## src/rtl/core/hsd_pkg.sv

```systemverilog
// hsd_pkg: types, codes and constant helpers of the hamming sec-ded decoder
// no dependencies; used by hsd_syndrome, hsd_correct and the top level
`default_nettype none

package hsd_pkg;

    localparam int IN_W   = 32;
    localparam int DATA_W = 26;
    localparam int SYN_W  = 5;
    localparam int LEN_W  = 6;
    localparam int CFG_W  = 6;
    localparam int MIN_LEN = 3;

    typedef enum logic [1:0] {
        STATUS_OK          = 2'd0,
        STATUS_CORRECTED   = 2'd1,
        STATUS_UNCORRECTED = 2'd2
    } status_t;

    typedef enum logic {
        REG_MODE = 1'b0,
        REG_LEN  = 1'b1
    } reg_index_t;

    typedef struct packed {
        logic [DATA_W-1:0] data_bits;
        logic [SYN_W-1:0]  syndrome;
        logic              overall_parity;
        status_t           status;
    } result_t;

    function automatic bit is_pow2(input int v);
        return (v != 0) && ((v & (v - 1)) == 0);
    endfunction

    // positions whose index has bit k set, bit p-1 for position p
    function automatic logic [63:0] pos_mask(input int k);
        logic [63:0] m;
        m = '0;
        for (int i = 0; i < 64; i++) begin
            m[i] = (((i + 1) >> k) & 1) != 0;
        end
        return m;
    endfunction

    // position of the j-th data bit
    function automatic int data_pos(input int j);
        int cnt;
        int pos;
        cnt = 0;
        pos = 0;
        for (int p = 3; p < 128; p++) begin
            if (!is_pow2(p)) begin
                if (cnt == j && pos == 0) begin
                    pos = p;
                end
                cnt++;
            end
        end
        return pos;
    endfunction

endpackage

`default_nettype wire

```

## src/rtl/core/hsd_syndrome.sv

```systemverilog
// hsd_syndrome: masks the codeword to the code length, forms syndrome and parity
// depends on hsd_pkg
`default_nettype none

module hsd_syndrome #(
    parameter int MAX_CODE_BITS = 32
) (
    input  wire logic [hsd_pkg::IN_W-1:0]           codeword,
    input  wire logic [hsd_pkg::LEN_W-1:0]          code_len,
    output logic [MAX_CODE_BITS-1:0]                word,
    output logic [$clog2(MAX_CODE_BITS)-1:0]        syn,
    output logic                                    par
);

    localparam int SW = $clog2(MAX_CODE_BITS);

    for (genvar i = 0; i < MAX_CODE_BITS; i++) begin : g_word
        if (i < hsd_pkg::IN_W) begin : g_in
            assign word[i] = codeword[i] & (code_len > hsd_pkg::LEN_W'(i));
        end
        else begin : g_zero
            assign word[i] = 1'b0;
        end
    end

    for (genvar k = 0; k < SW; k++) begin : g_syn
        localparam logic [63:0] MASK = hsd_pkg::pos_mask(k);
        // bit k only counts while 2^k is below the code length
        assign syn[k] = (^(word & MASK[MAX_CODE_BITS-1:0]))
                      & ({1'b0, code_len} > (hsd_pkg::LEN_W + 1)'(1 << k));
    end

    assign par = ^word;

endmodule

`default_nettype wire

```

## src/rtl/core/hsd_correct.sv

```systemverilog
// hsd_correct: status decision, single bit flip and data bit packing
// depends on hsd_pkg
`default_nettype none

module hsd_correct #(
    parameter int MAX_CODE_BITS = 32
) (
    input  wire logic [MAX_CODE_BITS-1:0]           word,
    input  wire logic [$clog2(MAX_CODE_BITS)-1:0]   syn,
    input  wire logic                               par,
    input  wire logic                               mode,
    input  wire logic [hsd_pkg::LEN_W-1:0]          code_len,
    output hsd_pkg::result_t                        res
);

    localparam int SW     = $clog2(MAX_CODE_BITS);
    localparam int SX_W   = hsd_pkg::LEN_W + 1;
    localparam int DATA_N = MAX_CODE_BITS - $clog2(MAX_CODE_BITS + 1);

    logic [SX_W-1:0]                 syn_x;
    logic                            flip;
    hsd_pkg::status_t                status;
    logic [MAX_CODE_BITS-1:0]        fixed;
    logic [hsd_pkg::DATA_W-1:0]      data;
    logic [hsd_pkg::SYN_W-1:0]       syn_out;

    assign syn_x = SX_W'(syn);

    always_comb
    begin
        flip   = 1'b0;
        status = hsd_pkg::STATUS_OK;
        if (syn_x == '0)
        begin
            status = (mode && par) ? hsd_pkg::STATUS_CORRECTED : hsd_pkg::STATUS_OK;
        end
        else if (syn_x > {1'b0, code_len})
        begin
            status = hsd_pkg::STATUS_UNCORRECTED;
        end
        else if (!mode || par)
        begin
            flip   = 1'b1;
            status = hsd_pkg::STATUS_CORRECTED;
        end
        else
        begin
            status = hsd_pkg::STATUS_UNCORRECTED;
        end
    end

    for (genvar i = 0; i < MAX_CODE_BITS; i++) begin : g_fix
        assign fixed[i] = word[i] ^ (flip && (syn_x == SX_W'(i + 1)));
    end

    for (genvar j = 0; j < hsd_pkg::DATA_W; j++) begin : g_data
        if (j < DATA_N) begin : g_bit
            localparam int POS = hsd_pkg::data_pos(j);
            assign data[j] = fixed[POS-1];
        end
        else begin : g_zero
            assign data[j] = 1'b0;
        end
    end

    for (genvar j = 0; j < hsd_pkg::SYN_W; j++) begin : g_syn
        if (j < SW) begin : g_bit
            assign syn_out[j] = syn[j];
        end
        else begin : g_zero
            assign syn_out[j] = 1'b0;
        end
    end

    always_comb
    begin
        res.data_bits      = data;
        res.syndrome       = syn_out;
        res.overall_parity = par;
        res.status         = status;
    end

endmodule

`default_nettype wire

```

## src/rtl/core/hamming_secded_decoder_top.sv

```systemverilog
// hamming_secded_decoder_top: hamming sec-ded decoder, one codeword per clock
// throughput one item every cycle, busy stays low
// the path is an input register, one syndrome/correct pass and a result register
// rst_n clears the valid flags, mode (distance 3) and code length (32)
// depends on hsd_pkg, hsd_syndrome, hsd_correct
`default_nettype none

module hamming_secded_decoder_top #(
    parameter int MAX_CODE_BITS = 32
) (
    input  wire logic                           clk,
    input  wire logic                           rst_n,
    input  wire logic                           start,
    output logic                                busy,
    input  wire logic [hsd_pkg::IN_W-1:0]       codeword,
    input  wire logic                           wr_en,
    input  wire logic                           wr_index,
    input  wire logic [hsd_pkg::CFG_W-1:0]      wr_data,
    output logic                                done,
    output logic [hsd_pkg::DATA_W-1:0]          data_bits,
    output logic [hsd_pkg::SYN_W-1:0]           syndrome,
    output logic                                overall_parity,
    output logic [1:0]                          status
);

    localparam int SW = $clog2(MAX_CODE_BITS);

    logic                           mode_reg;
    logic [hsd_pkg::LEN_W-1:0]      len_reg;
    logic                           in_valid_reg;
    logic [hsd_pkg::IN_W-1:0]       codeword_reg;
    logic                           done_reg;
    hsd_pkg::result_t               res_reg;
    hsd_pkg::result_t               res_next;
    logic [hsd_pkg::LEN_W-1:0]      code_len;
    logic [MAX_CODE_BITS-1:0]       word;
    logic [SW-1:0]                  syn;
    logic                           par;

    assign busy = 1'b0;

    // configuration registers
    always_ff @(posedge clk or negedge rst_n)
    begin
        if (!rst_n)
        begin
            mode_reg <= 1'b0;
            len_reg  <= hsd_pkg::LEN_W'(32);
        end
        else if (wr_en)
        begin
            case (wr_index)
                hsd_pkg::REG_MODE: mode_reg <= wr_data[0];
                hsd_pkg::REG_LEN:  len_reg  <= wr_data[hsd_pkg::LEN_W-1:0];
                default: ;
            endcase
        end
    end

    // clamp to the supported range
    always_comb
    begin
        if (len_reg < hsd_pkg::LEN_W'(hsd_pkg::MIN_LEN))
        begin
            code_len = hsd_pkg::LEN_W'(hsd_pkg::MIN_LEN);
        end
        else if (len_reg > hsd_pkg::LEN_W'(MAX_CODE_BITS))
        begin
            code_len = hsd_pkg::LEN_W'(MAX_CODE_BITS);
        end
        else
        begin
            code_len = len_reg;
        end
    end

    // input register
    always_ff @(posedge clk or negedge rst_n)
    begin
        if (!rst_n)
        begin
            in_valid_reg <= 1'b0;
        end
        else
        begin
            in_valid_reg <= start && !busy;
        end
    end

    always_ff @(posedge clk)
    begin
        if (start && !busy)
        begin
            codeword_reg <= codeword;
        end
    end

    hsd_syndrome #(
        .MAX_CODE_BITS(MAX_CODE_BITS)
    ) u_syndrome (
        .codeword (codeword_reg),
        .code_len (code_len),
        .word     (word),
        .syn      (syn),
        .par      (par)
    );

    hsd_correct #(
        .MAX_CODE_BITS(MAX_CODE_BITS)
    ) u_correct (
        .word     (word),
        .syn      (syn),
        .par      (par),
        .mode     (mode_reg),
        .code_len (code_len),
        .res      (res_next)
    );

    // result register
    always_ff @(posedge clk or negedge rst_n)
    begin
        if (!rst_n)
        begin
            done_reg <= 1'b0;
        end
        else
        begin
            done_reg <= in_valid_reg;
        end
    end

    always_ff @(posedge clk)
    begin
        if (in_valid_reg)
        begin
            res_reg <= res_next;
        end
    end

    assign done           = done_reg;
    assign data_bits      = res_reg.data_bits;
    assign syndrome       = res_reg.syndrome;
    assign overall_parity = res_reg.overall_parity;
    assign status         = res_reg.status;

`ifndef SYNTHESIS
    a_latency: assert property (@(posedge clk) disable iff (!rst_n)
        start |-> ##2 done)
        else $error("accepted item not delivered after two cycles");

    a_ok_zero_syn: assert property (@(posedge clk) disable iff (!rst_n)
        (done && status == hsd_pkg::STATUS_OK) |-> (syndrome == '0))
        else $error("clean status with nonzero syndrome");

    a_uncorr_d3: assert property (@(posedge clk) disable iff (!rst_n)
        (done && status == hsd_pkg::STATUS_UNCORRECTED && !mode_reg) |-> (syndrome != '0))
        else $error("distance 3 uncorrectable with zero syndrome");

    a_parity_fix: assert property (@(posedge clk) disable iff (!rst_n)
        (done && status == hsd_pkg::STATUS_CORRECTED && syndrome == '0)
            |-> (overall_parity && mode_reg))
        else $error("parity bit correction without odd parity in distance 4");
`endif

endmodule

`default_nettype wire
```

## config.mk

```make
export PLATFORM = sky130hd
export DESIGN_NAME = hamming_secded_decoder_top
export DESIGN_NICKNAME = d
export VERILOG_FILES = /design/src/rtl/core/hsd_pkg.sv /design/src/rtl/core/hsd_syndrome.sv /design/src/rtl/core/hsd_correct.sv /design/src/rtl/core/hamming_secded_decoder_top.sv
export SDC_FILE = /design/constraint.sdc
export NUM_CORES = 1
export LEC_CHECK = 0
export BUFFER_PORTS_ARGS = -buffer_cell sky130_fd_sc_hd__clkbuf_2
export CAP_MARGIN = 20
export CELL_PAD_IN_SITES_DETAIL_PLACEMENT = 0
export CELL_PAD_IN_SITES_GLOBAL_PLACEMENT = 1
export CORE_MARGIN = 3
export CORE_UTILIZATION = 45
export CTS_CLUSTER_SIZE = 25
export DETAILED_ROUTE_END_ITERATION = 10
export HOLD_SLACK_MARGIN = 0.1
export MAX_ROUTING_LAYER = met4
export PLACE_DENSITY_LB_ADDON = 0.25
export SKIP_CTS_REPAIR_TIMING = 1
export SYNTH_ARGS = -nofsm -noshare
export SYNTH_HDL_FRONTEND = slang
export SYNTH_SLANG_ARGS = --single-unit
```

## constraint.sdc

```tcl
create_clock -name clk -period 5.6 [get_ports clk]
set_clock_uncertainty 0.15 [all_clocks]
set_input_delay 0.28 -clock clk [delete_from_list [all_inputs] [get_ports clk]]
set_output_delay 0.28 -clock clk [all_outputs]
set_load 0.01 [all_outputs]
```

# == After elaboration in Yosys (flattened, before gate mapping) ==
# Cells that the tools add are included.
# word_totals
latchBits,0
n_memories,0
wordCells,186
out_inout_bits,36
romBits,0
reg_bits,75
ramBits,0
in_bits,43
# op_classes
n_bitwise,64
n_addsub,0
n_mux,9
order_cmp,40
n_reduce_logical,38
shifts,0
eq_ne,26
div,0
n_mul,0
# ops
op,n
32-bit XOR reduction,6
6-bit by 5-bit > comparator with 1-bit output (second input constant),17
5-bit equality test (second input constant),15
6-bit by 4-bit > comparator with 1-bit output (second input constant),9
1-bit bitwise AND,37
5-bit by 4-bit equality test with 1-bit output (second input constant),7
6-bit by 3-bit > comparator with 1-bit output (second input constant),5
1-bit logical AND,27
1-bit XOR,26
6-bit by 1-bit > comparator with 1-bit output (second input constant),3
6-bit by 2-bit > comparator with 1-bit output (second input constant),3
5-bit by 3-bit equality test with 1-bit output (second input constant),3
6-bit 2-to-1 mux,2
7-bit zero test,1
5-bit by 6-bit > comparator with 1-bit output,1
6-bit > comparator (second input constant),1
6-bit by 2-bit less-than comparator with 1-bit output (second input constant),1
2-bit 2-to-1 mux,3
5-bit by 2-bit equality test with 1-bit output (second input constant),1
1-bit 2-to-1 mux,4
2-bit AND reduction,2
1-bit zero test,1
1-bit logical OR,1
1-bit NOT,1

# == Logic depth before layout (Yosys ltp) ==
# Gate-level depths: netlist of the first run.
# depth
word_depth,12
ltp_mapped,21
mapped_depth_nobuf,18

# == By module ==
# A second synthesis of the first run with hierarchy kept.
# unflattened
hier_cells,429
area_unflattened_um2,4830.9
# by_module_without_submodules
mod,n_inst,cells_per_inst,area_per_inst_um2
hamming_secded_decoder_top,1,95,2354.8
hsd_syndrome,1,210,1694.1
hsd_correct,1,124,782.0

# == Worst setup path after synthesis of the first run ==
# No wires, ideal clock.
# synth_path
kind,reg-to-reg
start,register len_reg[5] in the netlist's numbering
end,"register res_reg (netlist bit data_bits[3]), data pin"
t_arrival_ps,4123
period_less_slack_ps,4539
required_ps,5184
setup_slack_ps,1061
setup_ps,266
path_buffers,3
stages_incl_launch_ff,20
cell_sequence,dfstp_2 -> buf_2 -> buf_4 -> nor2_1 -> nor3b_1 -> xor2_1 -> xnor2_1 -> xnor2_1 -> xnor3_1 -> or2_2 -> inv_1 -> ha_1 -> and3_1 -> and3_1 -> or3b_2 -> o41a_1 -> o211ai_2 -> buf_4 -> nor3_2 -> xor2_1
# synth_lines
element,line,rtl
from (decl),hamming_secded_decoder_top.sv:29,logic [hsd_pkg::LEN_W-1:0] len_reg;
from (signal assigned),hamming_secded_decoder_top.sv:48,len_reg <= hsd_pkg::LEN_W'(32);
from (signal assigned),hamming_secded_decoder_top.sv:54,hsd_pkg::REG_LEN: len_reg <= wr_data[hsd_pkg::LEN_W-1:0];
to (signal assigned),hamming_secded_decoder_top.sv:136,res_reg <= res_next;
to (decl),hamming_secded_decoder_top.sv:33,hsd_pkg::result_t res_reg;

==> metrics.yaml, run 1 <==
run_status:
  status: "finished, final reports clean"
worst_setup_path:
  critPathMaxFanout: 24
  critPathKind: "flop to flop"
  critPathCaptureType: "flop"
  worst-r2r-setup-slack_ps: 280
  cp-start-kind: "flop"
  crit_path_max_incr_delay_ps: 840
  r2r_cells: 15
  crit_required_ps: 5530
  cp-startpoint: "len_reg[4]"
  critPathSlowestCell: "dfrtp_1"
  reg2reg_from: "len_reg[4]"
  r2r_end: "data_bits[16]"
  cp.arrival_ps: 5250
  crit_chain: "a21oi_1 -> a21boi_2 -> xnor3_1 -> xnor3_1 -> xnor2_1 -> xnor2_2 -> nor2_1 -> ha_1 -> and3_1 -> and3_1 -> or3b_2 -> o41a_1 -> o211ai_4 -> nor3_1 -> xor2_1"
route:
  wl_mm: 10.6
  drt-initial-drc-count: 177
  firstDrtPassIters: 5
  drc: 0
  vias: 3333
  post_drt_wl_per_cell_um: 17.2
  viasPerCell: 5.38
  postRouteAntennaNets: 0
cells_and_area:
  drive_above_1_share_pct: 28.7
  final_cells: 620
  antenna_cells: 0
  num-nets-final: 533
  syn_to_final_growth_pct: 24.9
  largest_register_ffs: 32
  final_util_pct: 58.9
grt:
  grt_pass1_wl_mm: 16.0
  grt_use_met2_pct: 28.4
  busiest_layer: "met2"
  use_met1_pct: 26.9
  overflow: 0
  grt_max_degree: 35
  grtUsageTotal_pct: 19.3
  antenna_found_initial: 0
  grt_pass1_vias: 2942
  grt.met3_usage_pct: 3.25
run:
  cap_viol_max_count: 0
logic_synthesis:
  netlist_instances: 368
  netlist_top_cells_area: "edfxtp_1 (45%), xnor2_1 (6.5%), xor2_1 (4.9%)"
  synth_top_area_share_pct: 44.6
  synth_seq_cells: 75
  synth_nets: 415
  synth_area_leader_cell: "edfxtp_1"
  yosysWarnings: 0
  ys.flop_type: "edfxtp_1"
  syn_area_per_cell_um2: 12.1
  synth_area_mm2: 0.00444
  synth-seq-area-share_pct: 49.7
  ys_types: 73
  synthArstFlopShare_pct: 12.0
  synth_edf_count: 66
clock_network:
  cts_sinks: 75
  htree_levels: 3
  cts.reportedPaths.clkPinSlew_ps: 80
  numCtsBuffers: 9
  cts_tree: "built"
  clk_latency_ps: 340
  clk_path_buf_depth: 2
  cts_root_buf: "clkbuf_8"
place:
  dpl.hpwl_mm: 7.81
  dp_cells: 563
  gp_congestion: 0.967
  port_buffers: 77
  pre_cts_ws_ps: 269
floorplanning:
  io_pins: 79
  die-area_mm2: 0.0111
  start_util_pct: 47.1
  fp.dieW_um: 105
  die_h_um: 105
  core_area_mm2: 0.00942
  rows: 35
timing:
  worst_slew_pin_slew_ps: 797
  fmaxAchievable_mhz: 188
  setup_viol: 0
  fin_tns_setup_ps: 0
  grt_setup_unrepaired: "no"
  period_minus_slack_ps: 5320
  slew_headroom_pct: 46.9
  min_period_over_period_pct: 94.9
  timing.final.max_slew_violations: 0
  timing.hold.ws_ps: 198
  hold_violations: 0
  finalWorstSetupSlack_ps: 283
hold_path:
  hold_class: "input port to async pin"
power_and_ir_drop:
  power_density_mw_per_mm2: 581
  leakagePower_nw: 2.20
  ir_drop_uv: 272
-- layer usage --
metal	wire length [um]	part of all wire, %
met5	0	0
met4	209	2.0
met3	719	6.8
met2	4990	47
met1	4730	44
-- synthesized netlist by cell type (2+ instances only) --
| cell type | instances |
|---|---|
| mux2_2 | 7 |
| or2_2 | 3 |
| inv_1 | 6 |
| nor4_1 | 2 |
| nor3_2 | 8 |
| a31oi_1 | 2 |
| nand3_1 | 16 |
| ha_1 | 4 |
| a21o_1 | 2 |
| o21ai_1 | 6 |
| inv_2 | 2 |
| o211a_1 | 2 |
| buf_2 | 10 |
| and2_1 | 3 |
| edfxtp_1 | 66 |
| xor2_1 | 25 |
| o21a_1 | 3 |
| nor2_1 | 22 |
| xnor2_1 | 33 |
| o21ai_2 | 3 |
| o22ai_1 | 2 |
| nand2_1 | 15 |
| xnor2_2 | 4 |
| o211ai_1 | 8 |
| and3_1 | 8 |
| nor4_2 | 2 |
| maj3_1 | 2 |
| xnor3_1 | 6 |
| o221ai_1 | 3 |
| a21boi_1 | 2 |
| dfrtp_1 | 8 |
| o21ai_0 | 11 |
| a21boi_0 | 2 |
| or2_1 | 2 |
| nor2b_1 | 5 |
| nor3_1 | 4 |
| a21oi_1 | 11 |
| or3_1 | 3 |
| nand2b_1 | 4 |
| buf_4 | 5 |
| clkbuf_1 | 4 |
-- stage by stage --
| step | area [um2] | power [mW] |
|---|---|---|
| after detailed placement | 4940 | 2.78 |
| after floorplan | 4440 | 2.30 |
| final | 5550 | 3.22 |
| after global routing | 5550 | 3.45 |
| after global placement | 4940 | 2.74 |
| after CTS | 5130 | 3.18 |
-- placed cells by master (no fill, tap or decap), drive strengths merged, types with 6 or more instances in the layout --
cell	n
xor2	25
nor2	22
o211ai	9
dlygate4sd3	41
nand3	16
a21oi	12
mux2	7
and3	8
o21ai	20
nand2	15
xnor2	37
clkbuf	87
inv	8
nor3	12
dfrtp	8
xnor3	6
edfxtp	66
buf	8
-- layout make-up --
cell class / instances / area (um2)
clock buffer: 10 / 128
clock inverter: 6 / 56.3
fill: 801 / 3870
inverter: 8 / 30.0
multi-input combinational: 266 / 2110
sequential: 75 / 2210
tap: 129 / 161
timing repair buffer: 126 / 856
-- kinds of logic after synthesis --
group,synth area share (%)
mux,2.00
buf+inv,2.99
other cells,0.0845
fa+ha+maj,1.58
flops,49.7
simple gates,13.0
compound gates,13.6
xor+xnor,17.1
-- power by group --
part           internal, mW  switching [mW]  total (mW)
Clock                 0.202           0.192       0.394
Combinational         0.775            1.18        1.96
Sequential            0.796          0.0761       0.872
Total                  1.77            1.45        3.22
-- critical path, delay by kind of cell, from the launching register on --
| kind | cells | cell delay (ps) |
|---|---|---|
| XOR/XNOR | 5 | 1390 |
| adder cells (fa/ha/maj) | 1 | 290 |
| flip-flops | 1 | 840 |
| AND/OR/NAND/NOR | 5 | 1330 |
| AO/OA/AOI/OAI | 4 | 1060 |
-- how the worst max path moves through the flow --
stage	to	slack (ps)	cells after the start
2_1_floorplan	data_bits[3]	1060	19
3_3_place_gp	data_bits[2]	330	17
3_5_place_dp	data_bits[17]	270	15
4_1_cts	data_bits[17]	250	15
5_1_grt	data_bits[17]	30	15
6_report	data_bits[16]	280	15
Note: power is estimated with default switching activity, not from simulation.
==> run 2: changes to the inputs <==
- REMOVE_ABC_BUFFERS: not set -> 1
- SETUP_SLACK_MARGIN: not set -> 0.4
==> run 2 against run 1 <==
Sequential share of layout area is 0.55 points lower. Final cell count unchanged. Die area did not move. Wire length rose by 0.33%. First-iteration DRC count is 1.7% higher. Count of clock-buffer cells in the layout stayed put. Utilization grew 1.2 points. Sequential cell count unchanged. Critical path type unchanged. Largest power group unchanged. Highest routed layer unchanged.
==> metrics.yaml, run 2 (same netlist as run 1, synthesis figures left out) <==
worst_setup_path:
  critPathKind: "flop to flop"  # unchanged
  cp.arrival_ps: 4900  # was 5250 ps
  critPathMaxFanout: 26  # was 24
  r2r_cells: 16  # was 15
  reg2reg_from: "len_reg[2]"  # was len_reg[4]
  crit_path_max_incr_delay_ps: 610  # was 840 ps
  worst-r2r-setup-slack_ps: 640  # was 280 ps
  r2r_end: "data_bits[17]"  # was data_bits[16]
  critPathCaptureType: "flop"  # unchanged
  critPathSlowestCell: "dfrtp_4"  # was dfrtp_1
  crit_buf_inv: 1  # was 0
  cp-start-kind: "flop"  # unchanged
  crit_chain: "or2_1 -> o311ai_2 -> xor2_1 -> xnor2_1 -> xnor2_1 -> xnor3_1 -> or2_2 -> inv_1 -> ha_1 -> and3_1 -> and3_1 -> or3b_2 -> o41a_1 -> o211ai_4 -> nor3_1 -> xor2_1"  # was a21oi_1 -> a21boi_2 -> xnor3_1 -> xnor3_1 -> xnor2_1 -> xnor2_2 -> nor2_1 -> ha_1 -> and3_1 -> and3_1 -> or3b_2 -> o41a_1 -> o211ai_4 -> nor3_1 -> xor2_1
  crit_required_ps: 5540  # was 5530 ps
  cp_top_family: "simple AND/OR/NAND/NOR gates"  # was XOR/XNOR gates
route:
  viasPerCell: 5.31  # was 5.38
  post_drt_wl_per_cell_um: 17.2  # about the same
  wl_mm: 10.7  # was 10.6 mm
  drt-initial-drc-count: 180  # was 177
  drc: 0  # unchanged
  wl_met1_mm: 4.73  # about the same
  top_layer_used: "met4"  # unchanged
  postRouteAntennaNets: 0  # unchanged
  firstDrtPassIters: 7  # was 5
  vias: 3293  # was 3333
  route.met3.wl_um: 711  # was 719 um
  dr_wl_met2_mm: 5.10  # was 4.99 mm
timing:
  period_minus_slack_ps: 4960  # was 5320 ps
  min_period_over_period_pct: 88.7  # was 94.9%
  fmaxAchievable_mhz: 201  # was 188 MHz
  fin_tns_setup_ps: 0  # unchanged
  hold_violations: 0  # unchanged
  timing.hold.ws_ps: 101  # was 198 ps
  grt_setup_unrepaired: "no"  # unchanged
  timing.final.max_slew_violations: 0  # unchanged
  worst_slew_pin_slew_ps: 824  # was 797 ps
  slew_headroom_pct: 45.1  # was 46.9%
  setup_viol: 0  # unchanged
cells_and_area:
  fillers: 781  # was 801
  final_common_cell: "clkbuf_2"  # unchanged
  drive_above_1_share_pct: 30.8  # was 28.7%
  final_cells: 620  # unchanged
  most-common-layout-cells: "clkbuf_2 (77), edfxtp_1 (66), dlygate4sd3_1 (40)"  # was clkbuf_2 (77), edfxtp_1 (66), dlygate4sd3_1 (41)
  seq_area_mm2: 0.00222  # was 0.00221 mm2
  largest_register_ffs: 32  # unchanged
  syn_to_final_growth_pct: 27.4  # was 24.9%
  num-nets-final: 533  # unchanged
  antenna_cells: 0  # unchanged
  multi_input_area_mm2: 0.00212  # was 0.00211 mm2
grt:
  grt_pass1_wl_mm: 15.7  # was 16.0 mm
  antenna_found_initial: 0  # unchanged
  grt_pass1_vias: 2897  # was 2942
  overflow: 0  # unchanged
  grt_max_degree: 36  # was 35
  grtUsageTotal_pct: 18.8  # was 19.3%
place:
  dp_cells: 561  # was 563
  port_buffers: 77  # unchanged
  dpl.hpwl_mm: 7.45  # was 7.81 mm
  gp_congestion: 0.944  # was 0.967
clock_network:
  clk_path_buf_depth: 2  # unchanged
  numCtsBuffers: 9  # unchanged
  clk_latency_ps: 350  # was 340 ps
  cts_tree: "built"  # unchanged
  cts.reportedPaths.clkPinSlew_ps: 80  # about the same
  cts_sinks: 75  # unchanged
  htree_levels: 3  # unchanged
  cts_root_buf: "clkbuf_8"  # unchanged
power_and_ir_drop:
  ir_drop_uv: 411  # was 272 uV
  leakagePower_nw: 2.24  # was 2.20 nW
  power_density_mw_per_mm2: 597  # was 581 mW/mm2
floorplanning:
  fp.dieW_um: 105  # unchanged
  start_util_pct: 47.1  # unchanged
  io_pins: 79  # unchanged
  die-area_mm2: 0.0111  # unchanged
  rows: 35  # unchanged
  die_h_um: 105  # unchanged
  core_area_mm2: 0.00942  # unchanged
hold_path:
  min_to: "mode_reg"
  hold_class: "input port to flop"  # was input port to async pin
  hold_path_depth: 3
  worst_hold_startpoint: "wr_index"
run_status:
  status: "finished, final reports clean"  # unchanged
run:
  cap_viol_max_count: 0  # unchanged
[run 2: power breakdown]
| part | internal (mW) | switching (mW) |
|---|---|---|
| logic | 0.774 | 1.18 |
| clock network | 0.343 | 0.201 |
| registers | 0.798 | 0.0802 |
| total | 1.91 | 1.46 |
[run 2: metal layers]
| layer | track usage (%) | vias up |
|---|---|---|
| met5 | - | - |
| met4 | 5.90 | 0 |
| met3 | 3.61 | 14 |
| met2 | 26.4 | 123 |
| met1 | 27.5 | 1553 |
| li1 | - | 1603 |
[run 2: worst max path at each step]
stage                     from       endpoint  slack (ps)  depth (start not counted)
floorplan           len_reg[3]  data_bits[17]         900                         15
global placement    len_reg[3]  data_bits[17]         280                         15
detailed placement  len_reg[3]  data_bits[17]         160                         17
CTS                 len_reg[3]  data_bits[17]         110                         17
global route        len_reg[2]  data_bits[17]         410                         18
finish              len_reg[2]  data_bits[17]         640                         16
[run 2: per-stage QoR]
| stage | setup slack, ps | utilization, % | power [mW] | cell area [um2] |
|---|---|---|---|---|
| floorplan | 904 | - | 2.25 | 4340 |
| global placement | 278 | 52.3 | 2.73 | 4930 |
| detailed placement | 163 | 52.3 | 2.76 | 4930 |
| CTS | 112 | 55.2 | 3.31 | 5190 |
| global route | 415 | 60.1 | 3.61 | 5660 |
| finish | 635 | 60.1 | 3.38 | 5660 |
[run 2: worst min-delay path, stage by stage]
cell,delay (ps)
clkbuf_2,90
inv_1,60
a31o_2,140
[run 2: cell type report]
cell class	count	share of cell area, %
inverter	8	0.531
multi-input combinational	266	37.5
clock buffer	10	2.26
tap	129	2.85
sequential	75	39.3
clock inverter	6	2.43
timing repair buffer	126	15.2
